--- src/design/longest_common_substring_macros.svh ---
// Assertion macros shared by the longest common substring design.
// Uses the clk and rst signals of the module that includes this header.
`ifndef LONGEST_COMMON_SUBSTRING_MACROS_SVH
`define LONGEST_COMMON_SUBSTRING_MACROS_SVH

// Same-cycle implication, checked at every rising edge outside reset.
`define LCS_ASSERT_IMPL(name, ante, cons, msg) \
  name: assert property (@(posedge clk) disable iff (rst) (ante) |-> (cons)) \
    else $error(msg);

// Next-cycle implication, checked at every rising edge outside reset.
`define LCS_ASSERT_NEXT(name, ante, cons, msg) \
  name: assert property (@(posedge clk) disable iff (rst) (ante) |=> (cons)) \
    else $error(msg);

`endif

--- src/design/lcs_pkg.sv ---
// Shared types, codes and width helpers for the longest common substring design.
// No dependencies.
package lcs_pkg;

  localparam int unsigned MAX_LEN_DEF = 32;

  typedef enum logic [1:0] {
    ACT_FIRST   = 2'd0,
    ACT_SECOND  = 2'd1,
    ACT_COMPUTE = 2'd2
  } action_t;

  typedef enum logic [2:0] {
    ST_IDLE,
    ST_FILL,
    ST_FLUSH,
    ST_EMIT,
    ST_TAIL
  } state_t;

  // Controls from the sequencer to the string stores.
  typedef struct packed {
    logic append_first;
    logic append_second;
    logic clear;
  } str_ctl_t;

  // Controls from the sequencer to the suffix table.
  typedef struct packed {
    logic issue;
    logic clear_best;
    logic first_row;
    logic first_col;
  } cell_ctl_t;

  // Bits needed to address a store of the given depth.
  function automatic int unsigned idx_bits(int unsigned depth);
    return (depth > 1) ? $clog2(depth) : 1;
  endfunction

  // Bits needed to hold a count from zero up to the depth itself.
  function automatic int unsigned cnt_bits(int unsigned depth);
    return $clog2(depth + 1);
  endfunction

endpackage

--- src/design/lcs_strings.sv ---
// Storage for the two strings: byte memories with registered reads, fill counts
// and the overflow flag. Depends on lcs_pkg.
module lcs_strings #(
  parameter int unsigned MAX_LEN = lcs_pkg::MAX_LEN_DEF
) (
  input  logic                                   clk,
  input  logic                                   rst,
  input  lcs_pkg::str_ctl_t                      ctl,
  input  logic [7:0]                             symbol,
  input  logic [lcs_pkg::idx_bits(MAX_LEN)-1:0]  a_addr,
  input  logic [lcs_pkg::idx_bits(MAX_LEN)-1:0]  b_addr,
  output logic [7:0]                             a_data,
  output logic [7:0]                             b_data,
  output logic [lcs_pkg::cnt_bits(MAX_LEN)-1:0]  a_count,
  output logic [lcs_pkg::cnt_bits(MAX_LEN)-1:0]  b_count,
  output logic                                   overflow
);
  import lcs_pkg::*;

  localparam int unsigned IW = idx_bits(MAX_LEN);
  localparam int unsigned CW = cnt_bits(MAX_LEN);

  logic [7:0] first_mem  [MAX_LEN];
  logic [7:0] second_mem [MAX_LEN];
  logic       a_full;
  logic       b_full;

  assign a_full = (a_count == CW'(MAX_LEN));
  assign b_full = (b_count == CW'(MAX_LEN));

  // Memories: one write and one registered read per cycle each.
  always_ff @(posedge clk) begin
    if (ctl.append_first && !a_full) begin
      first_mem[a_count[IW-1:0]] <= symbol;
    end
    if (ctl.append_second && !b_full) begin
      second_mem[b_count[IW-1:0]] <= symbol;
    end
    a_data <= first_mem[a_addr];
    b_data <= second_mem[b_addr];
  end

  always_ff @(posedge clk) begin
    if (rst) begin
      a_count  <= '0;
      b_count  <= '0;
      overflow <= 1'b0;
    end else if (ctl.clear) begin
      a_count  <= '0;
      b_count  <= '0;
      overflow <= 1'b0;
    end else begin
      if (ctl.append_first) begin
        if (a_full) begin
          overflow <= 1'b1;
        end else begin
          a_count <= a_count + CW'(1);
        end
      end
      if (ctl.append_second) begin
        if (b_full) begin
          overflow <= 1'b1;
        end else begin
          b_count <= b_count + CW'(1);
        end
      end
    end
  end

endmodule

--- src/design/lcs_table.sv ---
// Common-suffix table: one row held in a memory, updated by read-modify-write,
// plus tracking of the longest run. Depends on lcs_pkg.
module lcs_table #(
  parameter int unsigned MAX_LEN = lcs_pkg::MAX_LEN_DEF
) (
  input  logic                                   clk,
  input  logic                                   rst,
  input  lcs_pkg::cell_ctl_t                     ctl,
  input  logic [lcs_pkg::idx_bits(MAX_LEN)-1:0]  row,
  input  logic [lcs_pkg::idx_bits(MAX_LEN)-1:0]  col,
  input  logic [7:0]                             a_data,
  input  logic [7:0]                             b_data,
  output logic [lcs_pkg::cnt_bits(MAX_LEN)-1:0]  best_len,
  output logic [lcs_pkg::idx_bits(MAX_LEN)-1:0]  best_end
);
  import lcs_pkg::*;

  localparam int unsigned IW = idx_bits(MAX_LEN);
  localparam int unsigned CW = cnt_bits(MAX_LEN);

  logic [CW-1:0] suffix_mem [MAX_LEN];
  logic [CW-1:0] above_rd;
  logic          s1_valid;
  logic          s1_first_row;
  logic          s1_first_col;
  logic [IW-1:0] s1_row;
  logic [IW-1:0] s1_col;
  logic [CW-1:0] diag;
  logic          fwd;
  logic [CW-1:0] fwd_data;
  logic [CW-1:0] above;
  logic [CW-1:0] diag_in;
  logic [CW-1:0] run_len;

  // The previous row does not exist on the first row, so it reads as zero;
  // a write to the same column in the previous cycle is forwarded.
  always_comb begin
    above   = s1_first_row ? '0 : (fwd ? fwd_data : above_rd);
    diag_in = s1_first_col ? '0 : diag;
    run_len = (a_data == b_data) ? diag_in + CW'(1) : '0;
  end

  always_ff @(posedge clk) begin
    if (s1_valid) begin
      suffix_mem[s1_col] <= run_len;
    end
    above_rd <= suffix_mem[col];
  end

  always_ff @(posedge clk) begin
    s1_first_row <= ctl.first_row;
    s1_first_col <= ctl.first_col;
    s1_row       <= row;
    s1_col       <= col;
    fwd          <= s1_valid && ctl.issue && (s1_col == col);
    fwd_data     <= run_len;
    if (s1_valid) begin
      diag <= above;
    end
  end

  // Only a strictly longer run replaces the best, so ties keep the first.
  always_ff @(posedge clk) begin
    if (rst) begin
      s1_valid <= 1'b0;
      best_len <= '0;
      best_end <= '0;
    end else begin
      s1_valid <= ctl.issue;
      if (ctl.clear_best) begin
        best_len <= '0;
        best_end <= '0;
      end else if (s1_valid && (run_len > best_len)) begin
        best_len <= run_len;
        best_end <= s1_row;
      end
    end
  end

endmodule

--- src/design/lcs_ctrl.sv ---
// Sequencer: accepts requests, walks the table cell by cell, then reads the
// substring back and marks each result. Depends on lcs_pkg and the macros header.
`include "longest_common_substring_macros.svh"

module lcs_ctrl #(
  parameter int unsigned MAX_LEN = lcs_pkg::MAX_LEN_DEF
) (
  input  logic                                   clk,
  input  logic                                   rst,
  input  logic                                   start,
  input  logic [1:0]                             action,
  input  logic [lcs_pkg::cnt_bits(MAX_LEN)-1:0]  a_count,
  input  logic [lcs_pkg::cnt_bits(MAX_LEN)-1:0]  b_count,
  input  logic [lcs_pkg::cnt_bits(MAX_LEN)-1:0]  best_len,
  input  logic [lcs_pkg::idx_bits(MAX_LEN)-1:0]  best_end,
  output logic                                   busy,
  output lcs_pkg::str_ctl_t                      str_ctl,
  output lcs_pkg::cell_ctl_t                     cell_ctl,
  output logic [lcs_pkg::idx_bits(MAX_LEN)-1:0]  row,
  output logic [lcs_pkg::idx_bits(MAX_LEN)-1:0]  col,
  output logic [lcs_pkg::idx_bits(MAX_LEN)-1:0]  a_addr,
  output logic [lcs_pkg::idx_bits(MAX_LEN)-1:0]  start_pos,
  output logic                                   strobe,
  output logic                                   last
);
  import lcs_pkg::*;

  localparam int unsigned IW = idx_bits(MAX_LEN);
  localparam int unsigned CW = cnt_bits(MAX_LEN);

  state_t        state;
  state_t        state_next;
  logic [IW-1:0] k;
  logic          accept;
  logic          compute;
  logic          empty;
  logic          row_end;
  logic          table_end;
  logic          emit_end;
  logic [CW-1:0] start_full;

  assign accept     = start && (state == ST_IDLE);
  assign compute    = accept && (action == ACT_COMPUTE);
  assign empty      = (a_count == '0) || (b_count == '0);
  assign row_end    = (CW'(col) == b_count - CW'(1));
  assign table_end  = row_end && (CW'(row) == a_count - CW'(1));
  assign emit_end   = (best_len == '0) || (CW'(k) == best_len - CW'(1));
  assign start_full = CW'(best_end) + CW'(1) - best_len;
  assign start_pos  = start_full[IW-1:0];

  always_comb begin
    state_next = state;
    case (state)
      ST_IDLE: begin
        if (compute) begin
          state_next = empty ? ST_EMIT : ST_FILL;
        end
      end
      ST_FILL: begin
        if (table_end) begin
          state_next = ST_FLUSH;
        end
      end
      ST_FLUSH: begin
        state_next = ST_EMIT;
      end
      ST_EMIT: begin
        if (emit_end) begin
          state_next = ST_TAIL;
        end
      end
      ST_TAIL: begin
        state_next = ST_IDLE;
      end
      default: begin
        state_next = ST_IDLE;
      end
    endcase
  end

  always_comb begin
    busy                  = (state != ST_IDLE);
    str_ctl.append_first  = accept && (action == ACT_FIRST);
    str_ctl.append_second = accept && (action == ACT_SECOND);
    str_ctl.clear         = (state == ST_TAIL);
    cell_ctl.issue        = (state == ST_FILL);
    cell_ctl.clear_best   = compute;
    cell_ctl.first_row    = (row == '0);
    cell_ctl.first_col    = (col == '0);
    a_addr                = (state == ST_EMIT) ? start_pos + k : row;
  end

  always_ff @(posedge clk) begin
    if (rst) begin
      state  <= ST_IDLE;
      row    <= '0;
      col    <= '0;
      k      <= '0;
      strobe <= 1'b0;
      last   <= 1'b0;
    end else begin
      state  <= state_next;
      strobe <= (state == ST_EMIT);
      last   <= (state == ST_EMIT) && emit_end;
      if (state == ST_IDLE) begin
        row <= '0;
        col <= '0;
        k   <= '0;
      end
      if (state == ST_FILL) begin
        if (row_end) begin
          col <= '0;
          row <= row + IW'(1);
        end else begin
          col <= col + IW'(1);
        end
      end
      if (state == ST_EMIT) begin
        k <= k + IW'(1);
      end
    end
  end

  `LCS_ASSERT_IMPL(a_strobe_after_emit, strobe, $past(state) == ST_EMIT, "result outside emit")
  `LCS_ASSERT_NEXT(a_tail_to_idle, state == ST_TAIL, state == ST_IDLE, "tail did not end run")
  `LCS_ASSERT_NEXT(a_compute_busy, compute, busy, "compute request did not raise busy")
  `LCS_ASSERT_IMPL(a_cell_in_range, state == ST_FILL,
                   (CW'(row) < a_count) && (CW'(col) < b_count), "cell outside strings")

endmodule

--- src/design/longest_common_substring.sv ---
// Top level of the longest common substring engine.
// Depends on lcs_pkg, lcs_strings, lcs_table and lcs_ctrl.
//
// A request is taken at a rising edge where start is high and busy is low.
// Action 0 appends symbol to the first string and action 1 to the second;
// each string holds up to MAX_LEN bytes, and further bytes are dropped and
// reported later through truncated. Appends are taken one per cycle while busy
// is low and never raise busy. Action 2 runs the search, and action 3 is taken
// and ignored. A search keeps busy high while it walks the m by n table,
// where m and n are the two string lengths, and while the result goes out;
// the walk is skipped when a string is empty. The table walk visits one cell
// per cycle: one read-modify-write of the suffix row memory, with the two
// string memories read in the same cycle. The substring then comes out one
// byte per cycle, each on the result ports for exactly one cycle with strobe
// high, and the receiver must take every result as it comes, since there is
// no way to stall it. The final byte carries last. When nothing matches, a
// single result with found low, all-zero payload and last high is given.
// After the run both strings are empty and the truncation flag is cleared.
module longest_common_substring #(
  parameter int unsigned MAX_LEN = lcs_pkg::MAX_LEN_DEF
) (
  input  logic       clk,
  input  logic       rst,
  input  logic       start,
  input  logic [1:0] action,
  input  logic [7:0] symbol,
  output logic       busy,
  output logic       strobe,
  output logic       found,
  output logic [7:0] out_symbol,
  output logic [5:0] match_length,
  output logic [4:0] start_index,
  output logic       truncated,
  output logic       last
);
  import lcs_pkg::*;

  localparam int unsigned IW = idx_bits(MAX_LEN);
  localparam int unsigned CW = cnt_bits(MAX_LEN);

  str_ctl_t      str_ctl;
  cell_ctl_t     cell_ctl;
  logic [IW-1:0] row;
  logic [IW-1:0] col;
  logic [IW-1:0] a_addr;
  logic [IW-1:0] start_pos;
  logic [7:0]    a_data;
  logic [7:0]    b_data;
  logic [CW-1:0] a_count;
  logic [CW-1:0] b_count;
  logic [CW-1:0] best_len;
  logic [IW-1:0] best_end;
  logic          overflow;

  // The column index addresses the second string directly.
  lcs_strings #(.MAX_LEN(MAX_LEN)) u_strings (
    .clk      (clk),
    .rst      (rst),
    .ctl      (str_ctl),
    .symbol   (symbol),
    .a_addr   (a_addr),
    .b_addr   (col),
    .a_data   (a_data),
    .b_data   (b_data),
    .a_count  (a_count),
    .b_count  (b_count),
    .overflow (overflow)
  );

  lcs_table #(.MAX_LEN(MAX_LEN)) u_table (
    .clk      (clk),
    .rst      (rst),
    .ctl      (cell_ctl),
    .row      (row),
    .col      (col),
    .a_data   (a_data),
    .b_data   (b_data),
    .best_len (best_len),
    .best_end (best_end)
  );

  lcs_ctrl #(.MAX_LEN(MAX_LEN)) u_ctrl (
    .clk       (clk),
    .rst       (rst),
    .start     (start),
    .action    (action),
    .a_count   (a_count),
    .b_count   (b_count),
    .best_len  (best_len),
    .best_end  (best_end),
    .busy      (busy),
    .str_ctl   (str_ctl),
    .cell_ctl  (cell_ctl),
    .row       (row),
    .col       (col),
    .a_addr    (a_addr),
    .start_pos (start_pos),
    .strobe    (strobe),
    .last      (last)
  );

  // The best run stays put while results go out, and the byte read for
  // each result arrives from the first string memory in the strobe cycle.
  // The strings are cleared only as the last result leaves, so truncated
  // still reports this run.
  assign found        = (best_len != '0);
  assign out_symbol   = found ? a_data : 8'd0;
  assign match_length = 6'(best_len);
  assign start_index  = found ? 5'(start_pos) : 5'd0;
  assign truncated    = overflow;

endmodule
--- config.mk ---
export PLATFORM = sky130hd
export DESIGN_NAME = longest_common_substring
export DESIGN_NICKNAME = d
export VERILOG_FILES = /design/src/design/lcs_pkg.sv /design/src/design/lcs_strings.sv /design/src/design/lcs_table.sv /design/src/design/lcs_ctrl.sv /design/src/design/longest_common_substring.sv
export VERILOG_INCLUDE_DIRS = /design/src /design/src/design
export SDC_FILE = /design/constraint.sdc
export NUM_CORES = 1
export LEC_CHECK = 0
export ABC_CLOCK_PERIOD_IN_PS = 10800
export BUFFER_PORTS_ARGS = -buffer_cell sky130_fd_sc_hd__buf_2
export CAP_MARGIN = 25
export CORE_ASPECT_RATIO = 1.75
export CORE_MARGIN = 3
export CORE_UTILIZATION = 55
export CTS_BUF_LIST = sky130_fd_sc_hd__clkbuf_2 sky130_fd_sc_hd__clkbuf_4 sky130_fd_sc_hd__clkbuf_8
export CTS_CLUSTER_SIZE = 14
export DETAILED_ROUTE_END_ITERATION = 7
export GPL_TIMING_DRIVEN = 0
export PLACE_DENSITY = 0.73
export SYNTH_ARGS = -nofsm -noshare
export SYNTH_HDL_FRONTEND = slang
export SYNTH_SLANG_ARGS = --single-unit
--- constraint.sdc ---
create_clock -name clk -period 10.8 [get_ports clk]
set_input_delay 2.16 -clock clk [delete_from_list [all_inputs] [get_ports clk]]
set_output_delay 2.16 -clock clk [all_outputs]
set_load 0.02 [all_outputs]
After elaboration in Yosys (flattened, before gate mapping)
Memory sizes are Yosys's and may differ from the RTL's. A register that Yosys moved wholly into a read port is not among the register bits.
Cells that the tools add are included.
- $add $sub $neg: 12
- magnitude comparators: 1
- eq/ne operators: 16
- muxes and demuxes: 28
- bitwise operators: 2
- reduce and logical (&&, ||, !) cells: 31
- operator list (kind ; count):
    2-to-1 mux 5 bit ; 9
    adder 5 x 1 -> 5 bit, second input constant ; 4
    adder 6 x 1 -> 6 bit, second input constant ; 3
    equality test 5 x 6 -> 1 bit ; 3
    zero test 6 bit ; 3
    2-to-1 mux 6 bit ; 3
    subtractor 6 x 1 -> 6 bit, second input constant ; 3
    equality test 6 bit, second input constant ; 2
    one-hot mux 3 bit (4 select lines) ; 1
    logical AND 1 bit ; 11
    zero test 5 bit ; 2
    2-to-1 mux 1 bit ; 10
    2-to-1 mux 3 bit ; 3
    equality test 8 bit ; 1
    2-to-1 mux 8 bit ; 1
    equality test 3 x 2 -> 1 bit, second input constant ; 2
    greater-than comparator 6 bit ; 1
    inequality test 2 x 1 -> 1 bit, second input constant ; 3
    nonzero test 6 bit ; 1
    adder 5 bit ; 1
    equality test 5 bit ; 1
    subtractor 5 bit ; 1
    AND reduction 2 bit ; 2
    nonzero test 2 bit ; 2
    other kinds (13) ; 17
- bits in registers: 70
- bits in writable memories: 704
- input bits: 13
- output and inout bits: 24
- logic and storage cells: 112
- memories: 3
- memories (memory ; words ; width ; read ports ; clocked after Yosys merged registers in ; write ports ; line ; RTL):
    u_strings.first_mem ; 32 ; 8 ; 1 ; 1 ; 1 ; lcs_strings.sv:23 ; logic [7:0] first_mem [MAX_LEN];
    u_strings.second_mem ; 32 ; 8 ; 1 ; 1 ; 1 ; lcs_strings.sv:24 ; logic [7:0] second_mem [MAX_LEN];
    u_table.suffix_mem ; 32 ; 6 ; 1 ; 1 ; 1 ; lcs_table.sv:21 ; logic [CW-1:0] suffix_mem [MAX_LEN];

Longest topological paths before layout
Gate-level depths: netlist of run 1.
- depth after elaboration: 6
- mapped depth: 15
- depth with buffers taken out: 13

Hierarchy
A second synthesis of run 1 with hierarchy kept.
- cells, all modules: 1652
- area, all modules: 32105.8 µm²
- modules (own cells, without submodules) (module ; times used ; cells each ; area an instance (µm²) ; seq. area each (µm²)):
    lcs_strings ; 1 ; 916 ; 20781.2 ; 15955.3
    lcs_table ; 1 ; 467 ; 9162.5 ; 6686.4
    lcs_ctrl ; 1 ; 251 ; 2020.7 ; 400.4
    longest_common_substring ; 1 ; 18 ; 141.4 ; 0.0

Worst setup path before layout of run 1
No wires, ideal clock.
- kind: reg2out
- from: reg u_table.best_len[2] in the netlist's numbering
- to: out start_index[4]
- data arrival time: 1.940 ns
- required time: 8.640 ns
- setup slack: 6.700 ns
- cell stages (with the launch flop): 8
- buffers on the path: 0
- path through: dfxtp_1 -> inv_1 -> ha_1 -> ha_1 -> a21o_1 -> a21oi_1 -> xnor2_1 -> and2_1
- word-level cells in the longest chain between the ends: 2
- elaborated cells on any way between the ends: 3
- classes of those cells: add/sub: 1; mux: 1; reduce/logical: 1
- RTL lines (element ; line ; RTL):
    start: declaration ; lcs_table.sv:13 ; output logic [lcs_pkg::cnt_bits(MAX_LEN)-1:0] best_len,
    start signal: assignment ; lcs_table.sv:74 ; best_len <= run_len;
    subtractor 5 bit / nonzero test 6 bit (equally long branches) ; lcs_ctrl.sv:48, longest_common_substring.sv:106 ;
    2-to-1 mux 5 bit (*) ; longest_common_substring.sv:109 ; assign start_index = found ? 5'(start_pos) : 5'd0;
    end: declaration ; longest_common_substring.sv:32 ; output logic [4:0] start_index,
Every way passes the cells marked *; elsewhere a longest branch is shown, timed or not.

Worst setup path in the final report of run 1
- from: reg u_table.best_len[0] in the netlist's numbering
- to: reg u_strings.a_data[2], read port of u_strings.first_mem
- word-level cells in the longest chain between the ends: 3
- RTL lines (element ; line ; RTL):
    subtractor 5 bit ; lcs_ctrl.sv:48 ; assign start_full = CW'(best_end) + CW'(1) - best_len;
    adder 5 bit ; lcs_ctrl.sv:90 ; a_addr = (state == ST_EMIT) ? start_pos + k : row;
    2-to-1 mux 5 bit ; lcs_ctrl.sv:90 ;
    end: declaration ; lcs_strings.sv:12 ; output logic [7:0] a_data,
Every way passes these cells.
A chain may end at the register's enable or synchronous reset.

==> impl_summary.txt, run 1 <==
----------------------------------------------------
[Status]
  Outcome ... complete, no violations

[Power]
  Static Leakage ... 11.7 nW
  Largest vdd supply drop ... 0.118 mV
  Power density normalized to cell area ... 167 mW/mm²

[Synthesis]
  Leading register cell type out of synthesis ... sky130_fd_sc_hd__edfxtp_1
  Mapped Nets ... 1947
  Number of warnings issued by yosys ... 0
  Avg Cell Area, Syn ... 17.6 µm²
  Main area contributors after synthesis ... sky130_fd_sc_hd__edfxtp_1 (64%), sky130_fd_sc_hd__mux4_2 (14%), sky130_fd_sc_hd__dfxtp_1 (5.2%), sky130_fd_sc_hd__nor2_1 (1.8%), sky130_fd_sc_hd__mux2i_1 (1.6%)
  Most common cell in the synthesized netlist ... sky130_fd_sc_hd__edfxtp_1
  Largest area contributor in the synthesized netlist ... sky130_fd_sc_hd__edfxtp_1
  Cell area after synthesis ... 0.0334 mm²
  Count of flip-flops with a built-in enable after synthesis ... 710
  Sequential cell area fraction in the yosys report ... 69.0%
  Mapped Cells ... 1898
  Flops & latches, synth ... 796
  Area share of the largest cell type after synthesis ... 63.9%
  Library cells used by synthesis ... 71
  Proportion of synthesized flip-flops having asynchronous set or reset ... 0%
  Synth cell count leaders ... sky130_fd_sc_hd__edfxtp_1 (710), sky130_fd_sc_hd__mux4_2 (212), sky130_fd_sc_hd__nor2_1 (158)

[Clock tree]
  Root Driver ... sky130_fd_sc_hd__clkbuf_8
  Number of gates resized after cts ... 0
  Clock slew at the register clock pins of the worst setup and hold paths ... 0.07 ns
  Number of hold buffers added after CTS ... 0
  Buffer levels on the longest clock path ... 3
  TritonCTS Buffers ... 106
  Clock network latency to the later pin of the worst-skew pair ... 0.75 ns
  H-tree level count ... 3
  Setup Fix Bufs, Post-CTS ... 0
  Clock tree from TritonCTS ... built
  CTS sink cnt ... 796

[Global routing]
  First-pass GRT wire length ... 121000 µm
  Largest net degree at the start of global routing ... 65
  Met3 global-route usage ... 4.86%
  Antenna violations before repair ... 3
  Global routing usage on met1 ... 26.6%
  Aggregate global routing overflow ... 0
  Layer carrying the most global-route usage ... met2
  Global-route usage over all layers ... 26.3%
  GRT met2 Usage ... 47.1%
  Via count of the first global-routing pass ... 19700

[Floorplanning]
  Die area ... 0.0638 mm²
  Rows ... 118
  Horiz. Die Dim ... 192 µm
  Core Region ... 0.0596 mm²
  I/O Pins ... 37
  Die height ... 332 µm
  Initial core utilization ... 56.0%

[Critical path]
  Data arrival time at the worst-slack endpoint ... 5.92 ns
  Data required time at the worst endpoint ... 11.37 ns
  Type of destination of the critical path ... register
  Crit Reg-Reg Startpoint ... u_table.best_len[0]
  Worst R2R Path Depth ... 14
  Crit path max fanout ... 10
  Worst reg2reg path endpoint ... u_strings.a_data[2]
  Worst setup SP type ... register
  FF-to-FF setup slack ... 5.45 ns
  Path type of the worst setup path ... reg -> reg
  Startpoint of the worst setup timing path ... u_table.best_len[0]
  Worst setup endpoint ... u_strings.a_data[2]

[Timing]
  Setup violation total in the final timing report ... 0
  Actual transition at the worst max-transition pin ... 1.07 ns
  Shortest clock period the worst path allows after layout ... 5.35 ns
  Number of endpoints with negative hold slack in the final report ... 0
  Hold slack ... 0.352 ns
  Highest Clock Rate ... 187 MHz
  Fin crit share ... 49.6%
  Setup Skew ... 0.0538 ns
  Total Negative Setup Slacks ... 0 ns
  Number of max-slew violations in the final report ... 0
  Setup repair after global routing missed its margin ... no
  Final Worst Setup Slack ... 5.45 ns
  Relative slew slack ... 27.5%

[Cells and area]
  Final Net Count ... 2111
  Share of the core filled with cells in the final layout ... 62.2%
  Number of non-filler instances in the completed layout ... 2935
  Share of final-layout standard cells stronger than drive strength 1 ... 24.9%
  Area overhead of the layout relative to synthesis ... 11.1%

[Min path]
  Class of the tightest hold or removal check ... reg -> reg
  Beginning of the worst hold path ... u_ctrl.col[2]

[Drt]
  Via density per instance ... 6.29
  DR iter-0 viols ... 1516
  Via count of the routed design ... 18500
  Final routed DRC violation total ... 0
  Count of nets left with antenna violations after detail routing ... 0
  Final wirelength ... 82300 µm
  Number of iterations in the first detailed-routing pass ... 7
  Routed length per placed instance ... 28.1 µm

[Place]
  DP Cell Count ... 2730
  Final RePlAce weighted congestion ... 0.944
  Post-place setup slack ... 5.65 ns
  Half-perimeter wire length after placement ... 58700 µm
  Port Buffer Count ... 36

[Job]
  Maxcap violations ... 0

----------------------------------------------------
==> worst min-delay path by stage <==
stage | endpoint | slack [ns] | cells past startpoint
finish | u_table.s1_col[2] | 0.35 | 0
global route | u_table.s1_col[2] | 0.36 | 0
CTS | u_table.s1_col[2] | 0.35 | 0
detailed placement | u_table.s1_col[3] | 0.34 | 0
global placement | u_table.s1_col[2] | 0.34 | 0
floorplan | u_table.s1_col[2] | 0.33 | 0
==> metrics by stage <==
stage	instance area, µm²	power, W
floorplan	33400	0.00375
global route	37100	0.00639
global placement	34500	0.00391
detailed placement	34800	0.00394
finish	37100	0.00621
CTS	37000	0.00624
==> where the power goes <==
group	internal, W	switching [W]	leakage [nW]	total, W
registers	0.00337	0.0000201	7.02	0.00339
clock network	0.00122	0.00111	1.17	0.00233
logic	0.000210	0.000278	3.56	0.000488
total	0.00480	0.00141	11.7	0.00621
==> kinds of logic after synthesis <==
group	Yosys count	synth area share (%)
flip-flops	796	69.0
buffers and inverters	132	1.65
AO/OA/AOI/OAI	185	3.84
XOR/XNOR	53	1.39
adder cells (fa/ha/maj)	36	1.39
AND/OR/NAND/NOR	401	5.77
multiplexers	295	16.9
==> cell usage in the layout (no fill, tap or decap), types with 5 or more instances in the layout <==
cell type,count
sky130_fd_sc_hd__nor4_1,5
sky130_fd_sc_hd__mux2i_1,53
sky130_fd_sc_hd__nor3_1,10
sky130_fd_sc_hd__or3_1,6
sky130_fd_sc_hd__a21oi_1,32
sky130_fd_sc_hd__a221oi_1,22
sky130_fd_sc_hd__or3b_2,8
sky130_fd_sc_hd__buf_1,19
sky130_fd_sc_hd__a211oi_1,21
sky130_fd_sc_hd__o21ai_0,32
sky130_fd_sc_hd__ha_1,34
sky130_fd_sc_hd__nand4_1,7
sky130_fd_sc_hd__buf_8,6
sky130_fd_sc_hd__bufinv_16,6
sky130_fd_sc_hd__and2_1,19
sky130_fd_sc_hd__mux2_2,29
sky130_fd_sc_hd__dfxtp_1,86
sky130_fd_sc_hd__o311ai_0,7
sky130_fd_sc_hd__buf_12,8
sky130_fd_sc_hd__xor2_1,31
sky130_fd_sc_hd__nand2_1,87
sky130_fd_sc_hd__clkbuf_4,32
sky130_fd_sc_hd__and2_0,15
sky130_fd_sc_hd__nand3_1,41
sky130_fd_sc_hd__clkbuf_1,61
sky130_fd_sc_hd__a22oi_1,24
sky130_fd_sc_hd__mux4_2,212
sky130_fd_sc_hd__nor2_1,153
sky130_fd_sc_hd__clkinv_2,20
sky130_fd_sc_hd__inv_1,19
sky130_fd_sc_hd__clkinv_1,23
sky130_fd_sc_hd__a31oi_1,11
sky130_fd_sc_hd__a21o_1,8
sky130_fd_sc_hd__nand3b_1,15
sky130_fd_sc_hd__xnor2_1,22
sky130_fd_sc_hd__nor2b_1,6
sky130_fd_sc_hd__o211ai_1,8
sky130_fd_sc_hd__buf_2,63
sky130_fd_sc_hd__clkbuf_8,112
sky130_fd_sc_hd__edfxtp_1,710
==> area by class of cell <==
cell class | count | area (µm²)
sequential | 796 | 23000
fill | 4260 | 22500
multi-input combinational | 970 | 9820
clock buffer | 144 | 1780
tap | 780 | 976
timing repair buffer | 56 | 514
buffer | 110 | 468
clock inverter | 56 | 423
inverter | 22 | 82.6
antenna | 1 | 2.50
==> worst max-delay path, cell delays in order (launching register included) <==
cell	delay, ns
sky130_fd_sc_hd__dfxtp_1	0.45
sky130_fd_sc_hd__inv_1	0.13
sky130_fd_sc_hd__ha_1	0.35
sky130_fd_sc_hd__ha_1	0.23
sky130_fd_sc_hd__fa_1	0.50
sky130_fd_sc_hd__clkbuf_1	0.38
sky130_fd_sc_hd__and4b_2	0.32
sky130_fd_sc_hd__a21o_1	0.09
sky130_fd_sc_hd__clkbuf_1	0.49
sky130_fd_sc_hd__buf_2	0.32
sky130_fd_sc_hd__buf_2	0.36
sky130_fd_sc_hd__mux2i_1	0.33
sky130_fd_sc_hd__o211ai_1	0.13
sky130_fd_sc_hd__o311ai_0	0.90
sky130_fd_sc_hd__o21ai_0	0.22
==> per-layer routing <==
layer / vias to the layer above / share of wire [%]
met5: - / 0.023
met3: 317 / 6.3
met4: 4 / 8.4
met1: 9353 / 31
li1: 7930 / -
met2: 849 / 54
==> sequential cells by signal, indices dropped and copies added, names as in the netlist, 3 cells and up <==
name and flops:
u_ctrl.col 5, u_ctrl.k 5, u_ctrl.row 5, u_ctrl.state 3
u_strings.a_count 6, u_strings.a_data 8, u_strings.b_count 6, u_strings.b_data 8
u_strings.first_mem 256, u_strings.second_mem 256, u_table.above_rd 6, u_table.best_end 5
u_table.best_len 6, u_table.diag 6, u_table.fwd_data 6, u_table.s1_col 5
u_table.s1_row 5, u_table.suffix_mem 192
Power figures use the tool's default switching activity.
==> run 2, diff against run 1 <==
--- a/config.mk
+++ b/config.mk
@@ -6,7 +6,7 @@
 export SDC_FILE = /design/constraint.sdc
 export NUM_CORES = 1
 export LEC_CHECK = 0
-export ABC_CLOCK_PERIOD_IN_PS = 10800
+export ABC_CLOCK_PERIOD_IN_PS = 4700
 export BUFFER_PORTS_ARGS = -buffer_cell sky130_fd_sc_hd__buf_2
 export CAP_MARGIN = 25
 export CORE_ASPECT_RATIO = 1.75
@@ -16,7 +16,7 @@
 export CTS_CLUSTER_SIZE = 14
 export DETAILED_ROUTE_END_ITERATION = 7
 export GPL_TIMING_DRIVEN = 0
-export PLACE_DENSITY = 0.73
+export PLACE_DENSITY = 0.76
 export SYNTH_ARGS = -nofsm -noshare
 export SYNTH_HDL_FRONTEND = slang
 export SYNTH_SLANG_ARGS = --single-unit
==> constraint.sdc (replaced) <==
create_clock -name clk -period 4.7 [get_ports clk]
set_input_delay 0.94 -clock clk [delete_from_list [all_inputs] [get_ports clk]]
set_output_delay 0.94 -clock clk [all_outputs]
set_load 0.02 [all_outputs]
==> impl_summary.txt, run 2 (synthesis gave the netlist of run 1 again) <==
----------------------------------------------------
[Global routing]
  Aggregate global routing overflow ... 0
  Global-route usage over all layers ... 26.5%
  Via count of the first global-routing pass ... 19900
  Antenna violations before repair ... 2
  First-pass GRT wire length ... 124000 µm
  Largest net degree at the start of global routing ... 65

[Place]
  Port Buffer Count ... 36
  Half-perimeter wire length after placement ... 59300 µm
  Final RePlAce weighted congestion ... 0.947

[Cells and area]
  Filler Cells Inserted ... 4207
  Area overhead of the layout relative to synthesis ... 11.1%
  Leading cell type in the layout, fill and taps excluded ... sky130_fd_sc_hd__edfxtp_1
  Share of final-layout standard cells stronger than drive strength 1 ... 25.1%
  Highest-count cells in the layout ignoring fill and taps ... sky130_fd_sc_hd__edfxtp_1 (710), sky130_fd_sc_hd__mux4_2 (212), sky130_fd_sc_hd__nor2_1 (152)
  Multi-input combinational cell area ... 0.00984 mm²
  Final Net Count ... 2110
  Sequential cell area ... 0.0230 mm²

[Power]
  Largest vdd supply drop ... 0.358 mV
  Static Leakage ... 11.7 nW
  Power density normalized to cell area ... 383 mW/mm²

[Drt]
  DR iter-0 viols ... 1559
  Via count of the routed design ... 18500
  Count of nets left with antenna violations after detail routing ... 0
  Number of iterations in the first detailed-routing pass ... 7
  Final wirelength ... 82700 µm
  Final routed DRC violation total ... 0
  Via density per instance ... 6.31
  Routed length per placed instance ... 28.2 µm

[Critical path]
  Path type of the worst setup path ... reg -> reg
  Startpoint of the worst setup timing path ... u_table.best_len[0]
  Crit Reg-Reg Startpoint ... u_table.best_len[0]
  Data arrival time at the worst-slack endpoint ... 5.12 ns
  FF-to-FF setup slack ... 0.15 ns
  Data required time at the worst endpoint ... 5.27 ns
  Worst reg2reg path endpoint ... u_strings.a_data[5]
  Worst R2R Path Depth ... 12
  Worst setup SP type ... register
  Type of destination of the critical path ... register
  Crit path max fanout ... 10

[Floorplanning]
  Rows ... 118
  Core Region ... 0.0596 mm²
  Die area ... 0.0638 mm²
  Horiz. Die Dim ... 192 µm
  I/O Pins ... 37
  Initial core utilization ... 56.0%
  Die height ... 332 µm

[Min path]
  Beginning of the worst hold path ... u_ctrl.col[2]
  Class of the tightest hold or removal check ... reg -> reg
  Hold EP ... u_table.s1_col[2]
  Hold Path Stages ... 0

[Clock tree]
  Clock tree from TritonCTS ... built
  Setup Fix Bufs, Post-CTS ... 0
  TritonCTS Buffers ... 105
  Root Driver ... sky130_fd_sc_hd__clkbuf_8
  Clock network latency to the later pin of the worst-skew pair ... 0.72 ns
  H-tree level count ... 3
  Buffer levels on the longest clock path ... 3
  CTS sink cnt ... 796
  Clock slew at the register clock pins of the worst setup and hold paths ... 0.07 ns

[Timing]
  Number of endpoints with negative hold slack in the final report ... 0
  Fin crit share ... 96.9%
  Total Negative Setup Slacks ... 0 ns
  Relative slew slack ... 21.0%
  Highest Clock Rate ... 220 MHz
  Hold slack ... 0.357 ns
  Actual transition at the worst max-transition pin ... 1.17 ns
  Number of max-slew violations in the final report ... 0
  Setup Skew ... 0.0479 ns
  Setup violation total in the final timing report ... 0
  Setup repair after global routing missed its margin ... no
  Shortest clock period the worst path allows after layout ... 4.55 ns

[Status]
  Outcome ... complete, no violations

[Job]
  Maxcap violations ... 0

----------------------------------------------------
run 2: area by class of cell:
class	instances	share of cell area, %
Antenna cell	3	0.0202
Buffer	109	1.26
Clock buffer	137	4.68
Clock inverter	57	1.16
Inverter	22	0.223
Multi-Input combinational cell	970	26.5
Sequential cell	796	62.1
Tap cell	780	2.63
Timing Repair Buffer	57	1.38
run 2: what timing repair did:
| item | in CTS | in global routing |
|---|---|---|
| resized for setup | 4 | 7 |
| hold buffers | 0 | 0 |
| setup endpoints to repair | 5 | 7 |
run 2: worst max-delay path by stage:
stage	to	slack (ns)	cells after the start
2_1_floorplan	u_table.best_len[1]	0.91	13
3_3_place_gp	u_table.best_len[1]	-0.87	13
3_5_place_dp	u_strings.a_data[3]	-0.26	14
4_1_cts	u_strings.a_data[7]	0.04	12
5_1_grt	u_strings.a_data[5]	0.04	12
6_report	u_strings.a_data[5]	0.15	12
run 2: report_power, final:
part / switching [W] / leakage [nW] / internal, W
Combinational: 0.000651 / 3.56 / 0.000484
Sequential: 0.0000464 / 7.01 / 0.00773
Clock: 0.00254 / 1.15 / 0.00276
Total: 0.00323 / 11.7 / 0.0110
run 2: per-layer routing:
layer / global-route usage [%] / share of wire (%) / vias up
li1: - / - / 7959
met1: 27.7 / 32 / 9420
met2: 48.1 / 55 / 842
met3: 4.56 / 5.7 / 270
met4: 17.4 / 7.4 / 0
met5: 0 / 0 / -
run 2: through the flow:
stage          setup slack (ns)  area, µm²  std cells  power, W  util, %
2_1_floorplan             0.906      33400       1898   0.00861        -
3_3_place_gp             -0.866      34500       2714   0.00898     57.9
3_5_place_dp             -0.257      34800       2730   0.00904     58.4
4_1_cts                  0.0422      37000       2923    0.0143     62.0
5_1_grt                  0.0358      37100       2929    0.0146     62.2
6_report                  0.146      37100       2931    0.0142     62.2
run 2: critical path, cell delays in order (launching register included):
cell and delay, ns:
sky130_fd_sc_hd__dfxtp_1 0.44, sky130_fd_sc_hd__inv_1 0.12, sky130_fd_sc_hd__ha_1 0.21, sky130_fd_sc_hd__ha_1 0.24, sky130_fd_sc_hd__fa_1 0.53, sky130_fd_sc_hd__ha_1 0.36
sky130_fd_sc_hd__a21oi_1 0.10, sky130_fd_sc_hd__xnor2_1 0.48, sky130_fd_sc_hd__mux2_2 0.36, sky130_fd_sc_hd__clkbuf_1 0.61, sky130_fd_sc_hd__a221oi_1 0.11, sky130_fd_sc_hd__a221oi_1 0.70
sky130_fd_sc_hd__o21ai_0 0.15
